[config.mk]
export PLATFORM = sky130hd
export DESIGN_NAME = dhst_ram
export DESIGN_NICKNAME = d
export VERILOG_FILES = /design/src/sv/dhst_ram.sv
export SDC_FILE = /design/constraint.sdc
export NUM_CORES = 1
export LEC_CHECK = 0
export BUFFER_PORTS_ARGS = -buffer_cell sky130_fd_sc_hd__clkbuf_2
export CORE_MARGIN = 1
export CORE_UTILIZATION = 45
export CTS_CLUSTER_DIAMETER = 50
export CTS_CLUSTER_SIZE = 12
export DETAILED_ROUTE_END_ITERATION = 7
export GPL_ROUTABILITY_DRIVEN = 0
export GPL_TIMING_DRIVEN = 0
export PLACE_DENSITY = 0.68
export SLEW_MARGIN = 20
export SYNTH_ARGS = -nofsm -noshare
export SYNTH_HDL_FRONTEND = slang
export SYNTH_SLANG_ARGS = --single-unit
[constraint.sdc]
create_clock -name clk_i -period 5.83 [get_ports clk_i]
set_input_delay 0.2915 -clock clk_i [delete_from_list [all_inputs] [get_ports clk_i]]
set_output_delay 0.2915 -clock clk_i [all_outputs]
set_load 0.05 [all_outputs]
[src/sv/dhst_ram.sv]
// ----------------------------------------------------------------------------
// dhst_ram
// Simple dual-port RAM: one write port, one read port with registered data.
// ----------------------------------------------------------------------------
`timescale 1ns / 1ps
`default_nettype none

module dhst_ram #(
  parameter int WIDTH = 8,
  parameter int DEPTH = 64,
  parameter int AW    = (DEPTH > 1) ? $clog2(DEPTH) : 1
) (
  input  wire logic             clk_i,
  input  wire logic             we_i,
  input  wire logic [AW-1:0]    waddr_i,
  input  wire logic [WIDTH-1:0] wdata_i,
  input  wire logic             re_i,
  input  wire logic [AW-1:0]    raddr_i,
  output logic      [WIDTH-1:0] rdata_o
);

  logic [WIDTH-1:0] mem [DEPTH];

  always_ff @(posedge clk_i) begin
    if (we_i) begin
      mem[waddr_i] <= wdata_i;
    end
    if (re_i) begin
      rdata_o <= mem[raddr_i];
    end
  end

endmodule

`default_nettype wire

==> summary.md <==
| Metric | Value |
|---|---|
| Clock sinks | 520 |
| Max-cap violations | 0 |
| Maximum fanout along the worst path | 10 |
| Nets | 1039 |
| Synth top area cells | edfxtp_1, mux4_2, nor2_1, mux2i_1, mux2_2 |
| Number of placement rows | 77 |
| Pwr dens | 331 nW/um^2 |
| Yosys warns | 0 |
| Initial antenna violation count | 3 |
| TNS Setup | 0 ns |
| Die ar. | 45800 sq um |
| Final min period | 2.78 ns |
| Gate Count Post-Synth | 940 |
| DR pass1 iterations | 5 |
| Share of cells above drive strength 1 | 24.8% |
| Routed Wire Length | 47.0 mm |
| Vias in the first global route | 9841 |
| Cts repair resizes | 0 |
| Iter 0 DRT Violations | 1241 |
| Final core occ | 50.8% |
| Met1 wire length | 19.1 mm |
| Clock tree buffer depth | 3 |
| Max-slew violations | 0 |
| Gr ovfl total | 0 |
| Placed cell count | 1555 |
| Overall power | 7460 uW |
| Final cycle utilization of the critical path | 47.7% |
| Post-route insts no fill | 1620 |
| Worst Skew | 0.0189 ns |
| Die Ht | 214 um |
| GRT Util Overall | 20.9% |
| Worst slew margin | 25.2% |
| Routed len/inst | 29.0 um |
| Max layer used | met4 |
| RSZ-0062 raised after global routing | false |
| Bufs and invs on worst path | 3 |
| Worst path required time | 6.12 ns |
| Core Area | 44300 sq um |
| Post-synth top flop | edfxtp_1 |
| Post-synth top cells | edfxtp_1, mux4_2, nor2_1 |
| Final setup fails | 0 |
| Status | completed |
| Vias | 9687 |
| First-pass GRT wire length | 67.7 mm |
| ANT nets after route | 0 |
| Syn nets | 963 |
| Area growth syn-to-layout | 11.3% |
| Top-level port count | 31 |
| DRC | 0 |
| Initial Utilization | 45.7% |
| P_leak | 0.00691 uW |
| Fillers | 3454 |
| Synth area leader | edfxtp_1 |
| Hold Buf Count CTS | 0 |
| Post-synthesis sequential area ratio | 77.1% |
| Critical Path End Type | flip-flop |
| Met2 WL post-DR | 22.2 mm |
| Clock slew at reported path FFs | 0.06 ns |
| Synthesis-stage register bit count | 520 |
| Synth Area per Inst | 21.5 sq um |
| Most frequent cell after synthesis | edfxtp_1 |
| Post-synthesis instance area | 20200 sq um |
| Cts bufs inserted | 51 |
| CP arrival | 3.07 ns |
| Port Buf Inserts | 22 |
| EDFF count, synth | 520 |
| Max IR drop VDD | 234 uV |
| Top-area cell type share of the netlist area | 77.1% |
| Critical path class | in -> reg |
| H-tree depth | 2 |
| Chip Width | 214 um |
| Fmax | 0.360 GHz |
| DPL Wire Length | 29.8 mm |
| Crit-path cells | buf_4, buf_2, buf_1, nand2_1, o221ai_1, nor2_1, nor3_1, o32ai_1 |
| Worst path top cell family by delay | buffers and inverters |
| Final hold viol count | 0 |
| Clk root buf | clkbuf_16 |
| Clk Latency, worst-skew pair | 0.60 ns |
| Synth async-reset ratio | 0% |
| Slew @ Worst Pin | 1.12 ns |
| Metal3 WL | 3.98 mm |
| Type of origin of the critical path | primary input |
| TritonCTS clock tree | built |
| Synth cell types | 39 |
| Post-CTS Setup Repair Bufs | 0 |
| Worst hold path class | in -> reg |
| Worst path max stage delay | 0.87 ns |
| Via/cell ratio | 5.98 |
| Crit path max-delay cell type | buf_1 |
| Pin count of the biggest net entering global routing | 65 |
## stage by stage
step	instance area [sq um]	hold WS (ns)	worst slack, ns
floorplan	20200	0.390	3.73
global placement	21100	0.766	2.60
detailed placement	21100	0.777	2.56
CTS	22500	0.163	3.18
global route	22500	0.169	3.11
finish	22500	0.141	3.05
## state kept, by name (all words and copies together), names as in the netlist
register / count
mem: 512
rdata_o: 8
## layer usage
metal / vias to the layer above / global-route usage (%)
met1: 5095 / 28.2
li1: 4048 / -
met3: 99 / 5.48
met5: - / 0
met2: 445 / 32.7
met4: 0 / 8.02
## cell families after synthesis
family	after synthesis	share of synthesized area [%]
AO/OA/AOI/OAI	54	2.06
buffers and inverters	51	1.56
flip-flops	520	77.1
multiplexers	162	15.9
AND/OR/NAND/NOR	153	3.37
## area by class of cell
class	instances	area, sq um	share of cell area (%)
Timing Repair Buffer	23	148	0.655
Antenna cell	3	7.51	0.0333
Clock buffer	55	1330	5.92
Tap cell	592	741	3.29
Multi-Input combinational cell	369	4330	19.2
Clock inverter	7	43.8	0.194
Sequential cell	520	15600	69.3
Buffer	51	317	1.41
## cell usage in the layout (no fill, tap or decap), types with 5 or more instances in the layout
master	Yosys	layout
nand3_1	13	13
o22ai_1	8	8
clkbuf_2	0	15
buf_2	11	11
nor3_1	7	5
o221ai_1	8	8
mux4_2	126	126
a221oi_1	6	6
buf_4	13	14
mux2i_1	23	23
nand2_1	19	19
clkbuf_16	0	53
clkbuf_1	17	19
nand2b_1	7	7
mux2_2	13	13
clkbuf_4	0	6
edfxtp_1	520	520
nor2b_1	14	14
nor2_1	83	83
## final timing paths
kind	cells past startpoint	endpoint	from	slack, ns
setup / recovery	8	rdata_o[6]	raddr_i[1]	3.05
hold reg to reg	4	rdata_o[7]	mem[5][7]	1.02
setup reg to reg	5	rdata_o[6]	mem[28][6]	3.62
hold / removal	1	rdata_o[1]	re_i	0.14
## report_power, final
group | switching, uW | internal [uW]
registers | 6.37 | 4150
clock network | 1280 | 1600
logic | 279 | 147
Note: power is estimated with default switching activity, not from simulation.
