$ cat config.mk
export PLATFORM = sky130hd
export DESIGN_NAME = dhst_mod_unit
export DESIGN_NICKNAME = d
export VERILOG_FILES = /design/src/sv/dhst_mod_unit.sv
export SDC_FILE = /design/constraint.sdc
export NUM_CORES = 1
export LEC_CHECK = 0
export ABC_AREA = 1
export BUFFER_PORTS_ARGS = -buffer_cell sky130_fd_sc_hd__buf_2
export CORE_ASPECT_RATIO = 0.9
export CORE_UTILIZATION = 42
export DETAILED_ROUTE_END_ITERATION = 6
export PLACE_DENSITY = 0.69
export SYNTH_ARGS = -nofsm -noshare
export SYNTH_HDL_FRONTEND = slang
export SYNTH_SLANG_ARGS = --single-unit
$ cat constraint.sdc
create_clock -name clk_i -period 1.7 [get_ports clk_i]
set_input_delay 0.085 -clock clk_i [delete_from_list [all_inputs] [get_ports clk_i]]
set_output_delay 0.085 -clock clk_i [all_outputs]
set_load 0.005 [all_outputs]
$ cat src/sv/dhst_mod_unit.sv
// ----------------------------------------------------------------------------
// dhst_mod_unit
// Bit-serial restoring remainder: one dividend bit per cycle.
// ----------------------------------------------------------------------------
`timescale 1ns / 1ps
`default_nettype none

module dhst_mod_unit #(
  parameter int DVD_W = 13,
  parameter int DSR_W = 7
) (
  input  wire logic             clk_i,
  input  wire logic             rst_ni,
  input  wire logic             start_i,
  input  wire logic [DVD_W-1:0] dividend_i,
  input  wire logic [DSR_W-1:0] divisor_i,
  output logic                  done_o,
  output logic      [DSR_W-1:0] rem_o
);

  localparam int CW = $clog2(DVD_W + 1);

  logic [DVD_W-1:0] dvd_q, dvd_d;
  logic [DSR_W-1:0] dsr_q;
  logic [DSR_W-1:0] rem_q, rem_d;
  logic [CW-1:0]    cnt_q, cnt_d;
  logic             busy_q, busy_d;
  logic             done_q, done_d;
  logic [DSR_W:0]   trial;

  always_comb begin
    trial  = {rem_q, dvd_q[DVD_W-1]};
    dvd_d  = dvd_q;
    rem_d  = rem_q;
    cnt_d  = cnt_q;
    busy_d = busy_q;
    done_d = 1'b0;
    if (start_i) begin
      dvd_d  = dividend_i;
      rem_d  = '0;
      cnt_d  = CW'(DVD_W);
      busy_d = 1'b1;
    end else if (busy_q) begin
      // shift in next dividend bit, subtract divisor when it fits
      dvd_d = {dvd_q[DVD_W-2:0], 1'b0};
      if (trial >= {1'b0, dsr_q}) begin
        rem_d = DSR_W'(trial - {1'b0, dsr_q});
      end else begin
        rem_d = DSR_W'(trial);
      end
      cnt_d = cnt_q - CW'(1);
      if (cnt_q == CW'(1)) begin
        busy_d = 1'b0;
        done_d = 1'b1;
      end
    end
  end

  always_ff @(posedge clk_i or negedge rst_ni) begin
    if (!rst_ni) begin
      busy_q <= 1'b0;
      done_q <= 1'b0;
      cnt_q  <= '0;
    end else begin
      busy_q <= busy_d;
      done_q <= done_d;
      cnt_q  <= cnt_d;
    end
  end

  always_ff @(posedge clk_i) begin
    dvd_q <= dvd_d;
    rem_q <= rem_d;
    if (start_i) begin
      dsr_q <= divisor_i;
    end
  end

  assign done_o = done_q;
  assign rem_o  = rem_q;

endmodule

`default_nettype wire

==> results of run 1 <==
through the flow:
stage | std cells | cell area [µm²]
2_1_floorplan | 205 | 1760
3_3_place_gp | 287 | 2020
3_5_place_dp | 287 | 2020
4_1_cts | 304 | 2220
5_1_grt | 305 | 2240
6_report | 305 | 2240
metal layers:
layer  part of all wire [%]  global-route usage [%]  up-vias
li1                       -                       -      765
met4                    1.3                    7.00        0
met2                     44                    26.2       48
met5                      0                       0        -
met1                     48                    25.2      655
met3                    6.1                    4.48        6
power groups by stage:
stage	combinational [mW]	sequential [mW]	clock, mW
final	1.34	1.08	0.581
after global routing	1.53	1.09	0.620
after CTS	1.27	1.08	0.593
after detailed placement	1.22	1.09	0
after global placement	1.21	1.09	0
after floorplan	0.860	1.09	0
registers in the layout, summed over array words and instances, names as in the netlist:
| register | count |
|---|---|
| cnt_q | 4 |
| dvd_q | 13 |
| busy_q | 1 |
| done_o | 1 |
| dsr_q | 7 |
| rem_o | 7 |
kinds of logic (layout without fill, tap and decap cells):
kind of cell               count (synthesis)  count (layout)  share of synthesized area, %
DFF                                       33              33                          51.1
AOI/OAI and AO/OA                         10              10                          3.80
buffers and inverters                     32              86                          7.10
xor gates and xnor gates                   2               2                          1.00
and+or+nand+nor                          118             118                          29.4
adders and majority gates                 10              10                          7.60
tightest hold or removal path: stages:
cell and delay, ns:
buf_2 0.07, nand2_1 0.04, inv_1 0.04
worst paths after layout:
kind / endpoint / cells after the start
max: rem_o[5] / 10
min: dvd_q[0] / 3
max reg2reg: rem_o[5] / 10
min reg2reg: rem_o[6] / 2
max in group asynchronous: cnt_q[1] / 2
min in group asynchronous: cnt_q[0] / 2
cell type report:
type	count	area (µm²)
timing repair buffer	49	313
inverter	29	109
clock buffer	5	68.8
multi-input combinational	140	785
clock inverter	3	17.5
fill	347	1600
tap	46	57.6
sequential	33	891
layout by cell type, fill, tap and decap left out, types with 2 or more instances in the layout:
cell type / instances
inv_2: 2
o21ai_0: 4
clkbuf_8: 5
edfxtp_1: 20
nand3_1: 15
buf_2: 30
dlygate4sd3_1: 8
dfxtp_1: 7
nand2_1: 82
ha_1: 8
nand4_1: 2
dfrtp_1: 6
nand3_4: 2
clkinv_2: 2
nor2_2: 2
a21oi_1: 3
buf_4: 11
nand3b_1: 5
nand3_2: 2
nor2_1: 6
inv_1: 27
repair_timing:
item | in CTS | in global routing
endpoints found under the hold margin | 13 | 0
buffers inserted | 1 | 1
setup endpoints to repair | 7 | 7
hold buffers | 8 | 0
pin swaps | 6 | 6
resized for setup | 6 | 3
==> flow_summary_export.csv, run 1 <==
group,metric,value,unit
status,status,"complete, but fails checks",
status,failed_checks,"setup timing",
critical_path,rrSetupSlack,-0.07,ns
hold_path,min_from,"dividend_i[0]",
critical_path,path_class,"reg2reg",
synthesis,synthDistinctLibCells,23,
critical_path,crit_start,"dvd_q[12]",
power_and_ir_drop,fin_total_pwr,3.00,mW
routing,wire_per_inst,12.0,µm
global_routing,track_usage,17.8,%
sta,period_share,104,%
clock_tree,cts_tree,"yes",
die,die_h,63.1,µm
global_routing,grt_overflow,0,
synthesis,synth_area_leader_cell,"edfxtp_1",
synthesis,synth_top_area_share,34.4,%
critical_path,slowest_delay,0.38,ns
power_and_ir_drop,p_seq_share,35.9,%
synthesis,synth_top_cells_by_count,"82 x nand2_1, 29 x inv_1, 20 x edfxtp_1",
sta,skew,0.00399,ns
power_and_ir_drop,pwr_density_cell,1340,nW/µm²
routing,ant_nets,0,
placement,dp_slack,-0.103,ns
clock_tree,clock-sinks,33,
sta,rsz0062_at_grt,"true",
die,rows,21,
clock_tree,root_buffer,"clkbuf_8",
power_and_ir_drop,p_comb_share,44.7,%
clock_tree,cts_buffers,5,
routing,drt_iter0_markers,115,
sta,fin_ws,-0.0690,ns
synthesis,syn-num-nets,238,
synthesis,synth_enable_flop_cells,20,
clock_tree,clk_pin_slew,0.07,ns
sta,whs,0.0481,ns
critical_path,slowest_stage,"edfxtp_1",
placement,gp_congestion,0.862,
power_and_ir_drop,clkPwrFrac,19.4,%
die,pin_count,31,
sta,hold_violations,0,
routing,firstDrtPassIters,5,
clock_tree,htreeDepth,2,
sta,min_period,1.77,ns
critical_path,endpoint_kind,"flip-flop",
finish,antenna-diode-count,0,
clock_tree,clk_path_buf_depth,2,
finish,fin_util,58.4,%
die,initial_utilization,45.5,%
die,die_area,4420,µm²
power_and_ir_drop,p_sw_share,37.5,%
placement,numPortBuffers,30,
synthesis,synthArstFlopShare,18.2,%
synthesis,syn_avg_cell_area,8.51,µm²
routing,totalWireLength,3650,µm
global_routing,grt_pass1_wl,6090,µm
power_and_ir_drop,ir_drop,0.000530,V
sta,tns,-0.378,ns
critical_path,crit_fanout,7,
finish,nets,291,
finish,drive_above_1_share,24.3,%
sta,clock.fmax,0.565,GHz
critical_path,cp_num_buf_inv,2,
routing,vias,1474,
routing,vias_per_cell,4.83,
global_routing,grt_pass1_vias,1335,
sta,relSlewSlack,63.1,%
synthesis,ys_top_cells_by_area,"edfxtp_1 34%, nand2_1 18%, dfrtp_1 8.6%, dfxtp_1 8.0%, ha_1 6.5%",
synthesis,ys_dominant_reg_cell,"edfxtp_1",
sta,worstMarginPinSlew,0.553,ns
global_routing,grt_max_degree,22,
placement,hpwl,2600,µm
power_and_ir_drop,p_switching,1.12,mW
synthesis,synth_area,1740,µm²
critical_path,setup.worst_path.start_class,"flip-flop",
die,core_region_area,3840,µm²
critical_path,rr_startpoint,"dvd_q[12]",
critical_path,required,1.88,ns
finish,area_growth,28.5,%
sta,setup_viol,7,
clock_tree,insertion_delay,0.29,ns
synthesis,yosys_register_bits,33,
routing,route.detailed.drc,0,
synthesis,yosysWarnings,0,
global_routing,grt_antenna_before_repair,0,
synthesis,syn_inst,205,
die,die_w,69.9,µm
power_and_ir_drop,leakagePower,1.15,nW
critical_path,path_cells,"inv_2 > ha_4 > inv_2 > fa_2 > nand3_2 > nand3_4 > o21ai_4 > nand3_1 > nand3_1 > nand2_1",
hold_path,worstHoldPathType,"in2reg",
critical_path,crit_arrival,1.95,ns
critical_path,cp_top_family,"adder cells",
synthesis,yosysMostFrequentCell,"nand2_1",
sta,drv_slew,0,
power_and_ir_drop,p_int,1.88,mW
synthesis,ys_seq_area_share,51.1,%
run,cap_violations,0,
Power figures use the tool's default switching activity.
==> run 2: changes to the inputs <==
- TNS_END_PERCENT: unset -> 50
==> run 2 against run 1 <==
Net effect:
- the flow still finishes with violations (setup timing)
- critical path depth unchanged
- non-clock buffer count unchanged
- clock-buffer cell count unchanged
- register-to-register slack about the same
- clock power about the same
- hold slack unchanged
==> flow_summary_export.csv, run 2 (same netlist as run 1, synthesis figures left out) <==
group,metric,value,unit
status,status,"complete, but fails checks",
status,failed_checks,"setup timing",
global_routing,grt_max_degree,22,
sta,relSlewSlack,63.1,%
die,core_region_area,3840,µm²
clock_tree,insertion_delay,0.29,ns
critical_path,endpoint_kind,"flip-flop",
die,die_area,4420,µm²
routing,wire_per_inst,12.0,µm
finish,stdcell_count,305,
power_and_ir_drop,leakagePower,1.15,nW
finish,area_growth,28.5,%
critical_path,rrSetupSlack,-0.07,ns
sta,tns,-0.378,ns
critical_path,regToRegEndpoint,"rem_o[5]",
sta,clock.fmax,0.565,GHz
sta,whs,0.0481,ns
critical_path,r2r_cells,10,
sta,fin_ws,-0.0690,ns
sta,period_share,104,%
die,pin_count,31,
sta,hold_violations,0,
power_and_ir_drop,ir_drop,0.000530,V
critical_path,setup.worst_path.start_class,"flip-flop",
routing,vias,1474,
clock_tree,clock-sinks,33,
finish,nets,291,
hold_path,whs_path_depth,3,
placement,numPortBuffers,30,
global_routing,track_usage,17.8,%
sta,worstMarginPinSlew,0.553,ns
die,die_w,69.9,µm
routing,firstDrtPassIters,5,
global_routing,grt_pass1_wl,6090,µm
clock_tree,clk_pin_slew,0.07,ns
placement,dp_slack,-0.103,ns
run,cap_violations,0,
critical_path,slowest_delay,0.38,ns
placement,dp.cells,287,
finish,largest_register_ffs,13,
power_and_ir_drop,pwr_density_cell,1340,nW/µm²
finish,final_cell_mix,"82 x nand2_1, 30 x buf_2, 27 x inv_1",
sta,drv_slew,0,
critical_path,crit_fanout,7,
hold_path,hold-path-endpoint,"dvd_q[0]",
placement,gp_congestion,0.862,
global_routing,grt_overflow,0,
routing,route.detailed.drc,0,
routing,ant_nets,0,
critical_path,rr_startpoint,"dvd_q[12]",
clock_tree,root_buffer,"clkbuf_8",
finish,antenna-diode-count,0,
finish,drive_above_1_share,24.3,%
critical_path,path_class,"reg2reg",
routing,totalWireLength,3650,µm
sta,skew,0.00399,ns
global_routing,grt_antenna_before_repair,0,
die,initial_utilization,45.5,%
die,rows,21,
critical_path,crit_arrival,1.95,ns
sta,setup_viol,7,
hold_path,worstHoldPathType,"in2reg",
critical_path,required,1.88,ns
clock_tree,clk_path_buf_depth,2,
global_routing,grt_pass1_vias,1335,
critical_path,slowest_stage,"edfxtp_1",
sta,rsz0062_at_grt,"true",
finish,final_common_cell,"nand2_1",
routing,drt_iter0_markers,115,
sta,min_period,1.77,ns
placement,hpwl,2600,µm
finish,regMostFlops,"dvd_q",
clock_tree,cts_tree,"yes",
clock_tree,cts_buffers,5,
finish,fillers,347,
critical_path,path_cells,"inv_2 > ha_4 > inv_2 > fa_2 > nand3_2 > nand3_4 > o21ai_4 > nand3_1 > nand3_1 > nand2_1",
clock_tree,htreeDepth,2,
hold_path,min_from,"dividend_i[0]",
routing,vias_per_cell,4.83,
die,die_h,63.1,µm
## run 2: cell counts in the layout (fill, tap and decap cells not counted)
No cell type changed its count.
## run 2: final cells by class
| class | instances | area, µm² | area share, % |
|---|---|---|---|
| Sequential cell | 33 | 891 | 39.8 |
| Multi-Input combinational cell | 140 | 785 | 35.0 |
| Timing Repair Buffer | 49 | 313 | 14.0 |
| Inverter | 29 | 109 | 4.86 |
| Clock buffer | 5 | 68.8 | 3.07 |
| Tap cell | 46 | 57.6 | 2.57 |
| Clock inverter | 3 | 17.5 | 0.782 |
## run 2: critical path, delay by kind of cell (launching register included)
family / cells / cell delay (ns)
compound gates: 1 / 0.27
fa+ha+maj: 2 / 0.46
buf+inv: 2 / 0.12
flops: 1 / 0.38
simple gates: 5 / 0.44
## run 2: worst max path at each step
stage	from	endpoint
detailed placement	dvd_q[12]	rem_o[5]
finish	dvd_q[12]	rem_o[5]
global route	dvd_q[12]	rem_o[2]
CTS	dvd_q[12]	rem_o[5]
global placement	dvd_q[12]	rem_o[5]
floorplan	dvd_q[12]	rem_o[5]
## run 2: metal layers
layer / share of wire [%] / GRT usage (%) / up-vias
met5: 0 / 0 / -
met4: 1.3 / 7.00 / 0
met3: 6.1 / 4.48 / 6
met2: 44 / 26.2 / 48
met1: 48 / 25.2 / 655
li1: - / - / 765
## run 2: timing repair
action                                  CTS  global route
cloned                                    0             0
setup buffers                             1             1
endpoints found under the hold margin    13             0
endpoints found under the setup margin    7             7
gates resized for setup                   6             3
pin swaps                                 6             6
hold buffers                              8             0
## run 2: stage by stage
step	util (%)	area (µm²)	total power, mW
floorplan	-	1760	1.95
global placement	52.6	2020	2.30
detailed placement	52.6	2020	2.31
CTS	57.8	2220	2.94
global route	58.4	2240	3.24
finish	58.4	2240	3.00
## run 2: where the power goes
part           leakage (nW)  switching, mW  internal [mW]
Clock                0.0439          0.299          0.282
Combinational         0.767          0.733          0.609
Sequential            0.336         0.0919          0.984
==> run 3: changes to the inputs <==
- ABC_AREA: 1 -> unset
- CAP_MARGIN: unset -> 40
- TNS_END_PERCENT: 50 -> unset
==> run 3 against run 2 <==
Net effect:
- the run still ends with setup timing left
- sequential power fell by 6%
- largest power group is now sequential cells
- hold slack improved by 0.026 ns
- via count fell by 7.9%
- first-iteration DRC count fell by 18%
- flip-flop and latch count did not move
- largest cell class unchanged
- final cell count fell by 15%
==> flow_summary_export.csv, run 3 <==
group,metric,value,unit
sta,rsz0062_at_grt,"true",
status,status,"complete, but fails checks",
synthesis,ys_top_cells_by_area,"edfxtp_1 34%, dfrtp_1 8.4%, dfxtp_1 7.8%, mux2_2 7.5%, ha_1 6.3%",
power_and_ir_drop,fin_total_pwr,2.73,mW
die,pin_count,31,
sta,skew,0.0106,ns
die,core_region_area,4070,µm²
global_routing,grt_max_degree,33,
finish,stdcell_area,2300,µm²
finish,fillers,360,
run,cap_violations,0,
sta,min_period,1.76,ns
die,initial_utilization,43.9,%
die,die_w,70.8,µm
critical_path,crit_fanout,6,
die,die_h,63.9,µm
placement,numPortBuffers,30,
routing,vias,1358,
routing,wire_per_inst,14.5,µm
synthesis,synthDistinctLibCells,50,
power_and_ir_drop,pwr_density_cell,1180,nW/µm²
finish,antenna-diode-count,0,
routing,firstDrtPassIters,6,
sta,worstMarginPinSlew,0.545,ns
sta,drv_slew,0,
synthesis,yosysMostFrequentCell,"edfxtp_1",
placement,gp_congestion,0.808,
critical_path,path_class,"reg2reg",
global_routing,grt_antenna_before_repair,0,
clock_tree,cts_tree,"yes",
sta,hold_violations,0,
synthesis,ys_seq_area_share,49.8,%
synthesis,syn-num-nets,190,
clock_tree,clk_path_buf_depth,2,
clock_tree,root_buffer,"clkbuf_8",
synthesis,syn_avg_cell_area,11.4,µm²
global_routing,grt_pass1_wl,6630,µm
sta,setup_viol,5,
power_and_ir_drop,ir_drop,0.000573,V
critical_path,endpoint_kind,"flip-flop",
routing,route.detailed.drc,0,
finish,drive_above_1_share,37.0,%
clock_tree,cts_buffers,5,
routing,vias_per_cell,5.24,
routing,ant_nets,0,
critical_path,required,1.87,ns
routing,drt_iter0_markers,94,
placement,placed_area,2070,µm²
die,die_area,4530,µm²
critical_path,setup.worst_path.start_class,"flip-flop",
finish,largest_register_ffs,13,
global_routing,grt_pass1_vias,1432,
routing,totalWireLength,3760,µm
clock_tree,clk_pin_slew,0.07,ns
clock_tree,insertion_delay,0.29,ns
synthesis,synth_top_cells_by_count,"20 x edfxtp_1, 14 x inv_1, 12 x mux2_2",
synthesis,ys_dominant_reg_cell,"edfxtp_1",
finish,fin_util,56.5,%
clock_tree,clock-sinks,33,
hold_path,worstHoldPathType,"in2reg",
sta,relSlewSlack,63.6,%
finish,final_common_cell,"buf_2",
finish,area_growth,28.6,%
synthesis,yosysWarnings,0,
global_routing,track_usage,19.3,%
synthesis,synth_top_area_share,33.5,%
placement,hpwl,2730,µm
synthesis,synth_area_leader_cell,"edfxtp_1",
synthesis,synth_enable_flop_cells,20,
finish,nets,243,
clock_tree,htreeDepth,2,
synthesis,synthArstFlopShare,18.2,%
status,failed_checks,"setup timing",
power_and_ir_drop,leakagePower,1.03,nW
synthesis,yosys_register_bits,33,
sta,clock.fmax,0.568,GHz
finish,regMostFlops,"dvd_q",
sta,fin_ws,-0.0602,ns
sta,whs,0.0741,ns
die,rows,22,
global_routing,grt_overflow,0,
synthesis,syn_inst,157,
synthesis,synth_area,1790,µm²
sta,period_share,104,%
critical_path,crit_arrival,1.93,ns
finish,final_cell_mix,"30 x buf_2, 20 x edfxtp_1, 14 x buf_4",
-- run 3: repair_timing --
action,CTS,global route
pin swaps,9,4
buffers inserted,1,1
hold buffers,8,0
resized for setup,3,2
endpoints found under the setup margin,7,7
hold endpoints to repair,13,0
-- run 3: worst paths after layout --
path                               start        to  slack, ns  depth (start not counted)
max                            dvd_q[12]  rem_o[5]      -0.06                          9
min                        dividend_i[0]  dvd_q[0]       0.07                          2
max reg2reg                    dvd_q[12]  rem_o[5]      -0.06                          9
min reg2reg                     cnt_q[3]  cnt_q[3]       0.53                          2
max in group asynchronous         rst_ni  cnt_q[3]       1.41                          2
min in group asynchronous         rst_ni  cnt_q[2]       0.14                          2
-- run 3: kinds of logic (layout without fill, tap and decap cells) --
kind of cell	count (synthesis)	after routing	share of synthesized area, %
multiplexers	12	12	7.55
XOR/XNOR	5	5	2.45
AND/OR/NAND/NOR	48	48	14.9
flip-flops	33	33	49.8
AO/OA/AOI/OAI	28	28	13.0
buffers and inverters	21	75	4.96
adder cells (fa/ha/maj)	10	10	7.41
-- run 3: power breakdown --
part           total [mW]  switching, mW  leakage, nW  internal [mW]
Combinational       0.979          0.482        0.641          0.497
Clock               0.726          0.291       0.0552          0.435
Sequential           1.02         0.0661        0.331          0.956
-- run 3: worst max-delay path, cell delays in order (launching register included) --
cell and delay, ns:
edfxtp_1 0.39, inv_1 0.08, ha_2 0.19, inv_2 0.04, fa_2 0.34, nand3_2 0.09
a31o_4 0.18, buf_6 0.12, a21o_1 0.14, o21ai_1 0.06
-- run 3: through the flow --
stage	instances	worst slack, ns	TNS [ns]
floorplan	157	-0.0135	-0.0228
global placement	241	-0.0715	-0.204
detailed placement	241	-0.137	-0.529
CTS	258	-0.0817	-0.324
global route	259	-0.137	-0.809
finish	259	-0.0602	-0.180
-- run 3: area by class of cell --
class | instances | area, µm² | share of cell area, %
Clock buffer | 6 | 72.6 | 3.15
Clock inverter | 2 | 35.0 | 1.52
Inverter | 14 | 52.6 | 2.28
Multi-Input combinational cell | 103 | 845 | 36.7
Sequential cell | 33 | 891 | 38.7
Tap cell | 48 | 60.1 | 2.61
Timing Repair Buffer | 53 | 347 | 15.1
-- run 3: routing by layer --
| layer | part of all wire, % | wire length, µm | vias up | track usage (%) |
|---|---|---|---|---|
| li1 | - | - | 681 | - |
| met1 | 45 | 1700 | 638 | 23.5 |
| met2 | 49 | 1840 | 30 | 31.7 |
| met3 | 3.4 | 127 | 9 | 5.21 |
| met4 | 2.4 | 90 | 0 | 9.25 |
| met5 | 0 | 0 | - | 0 |
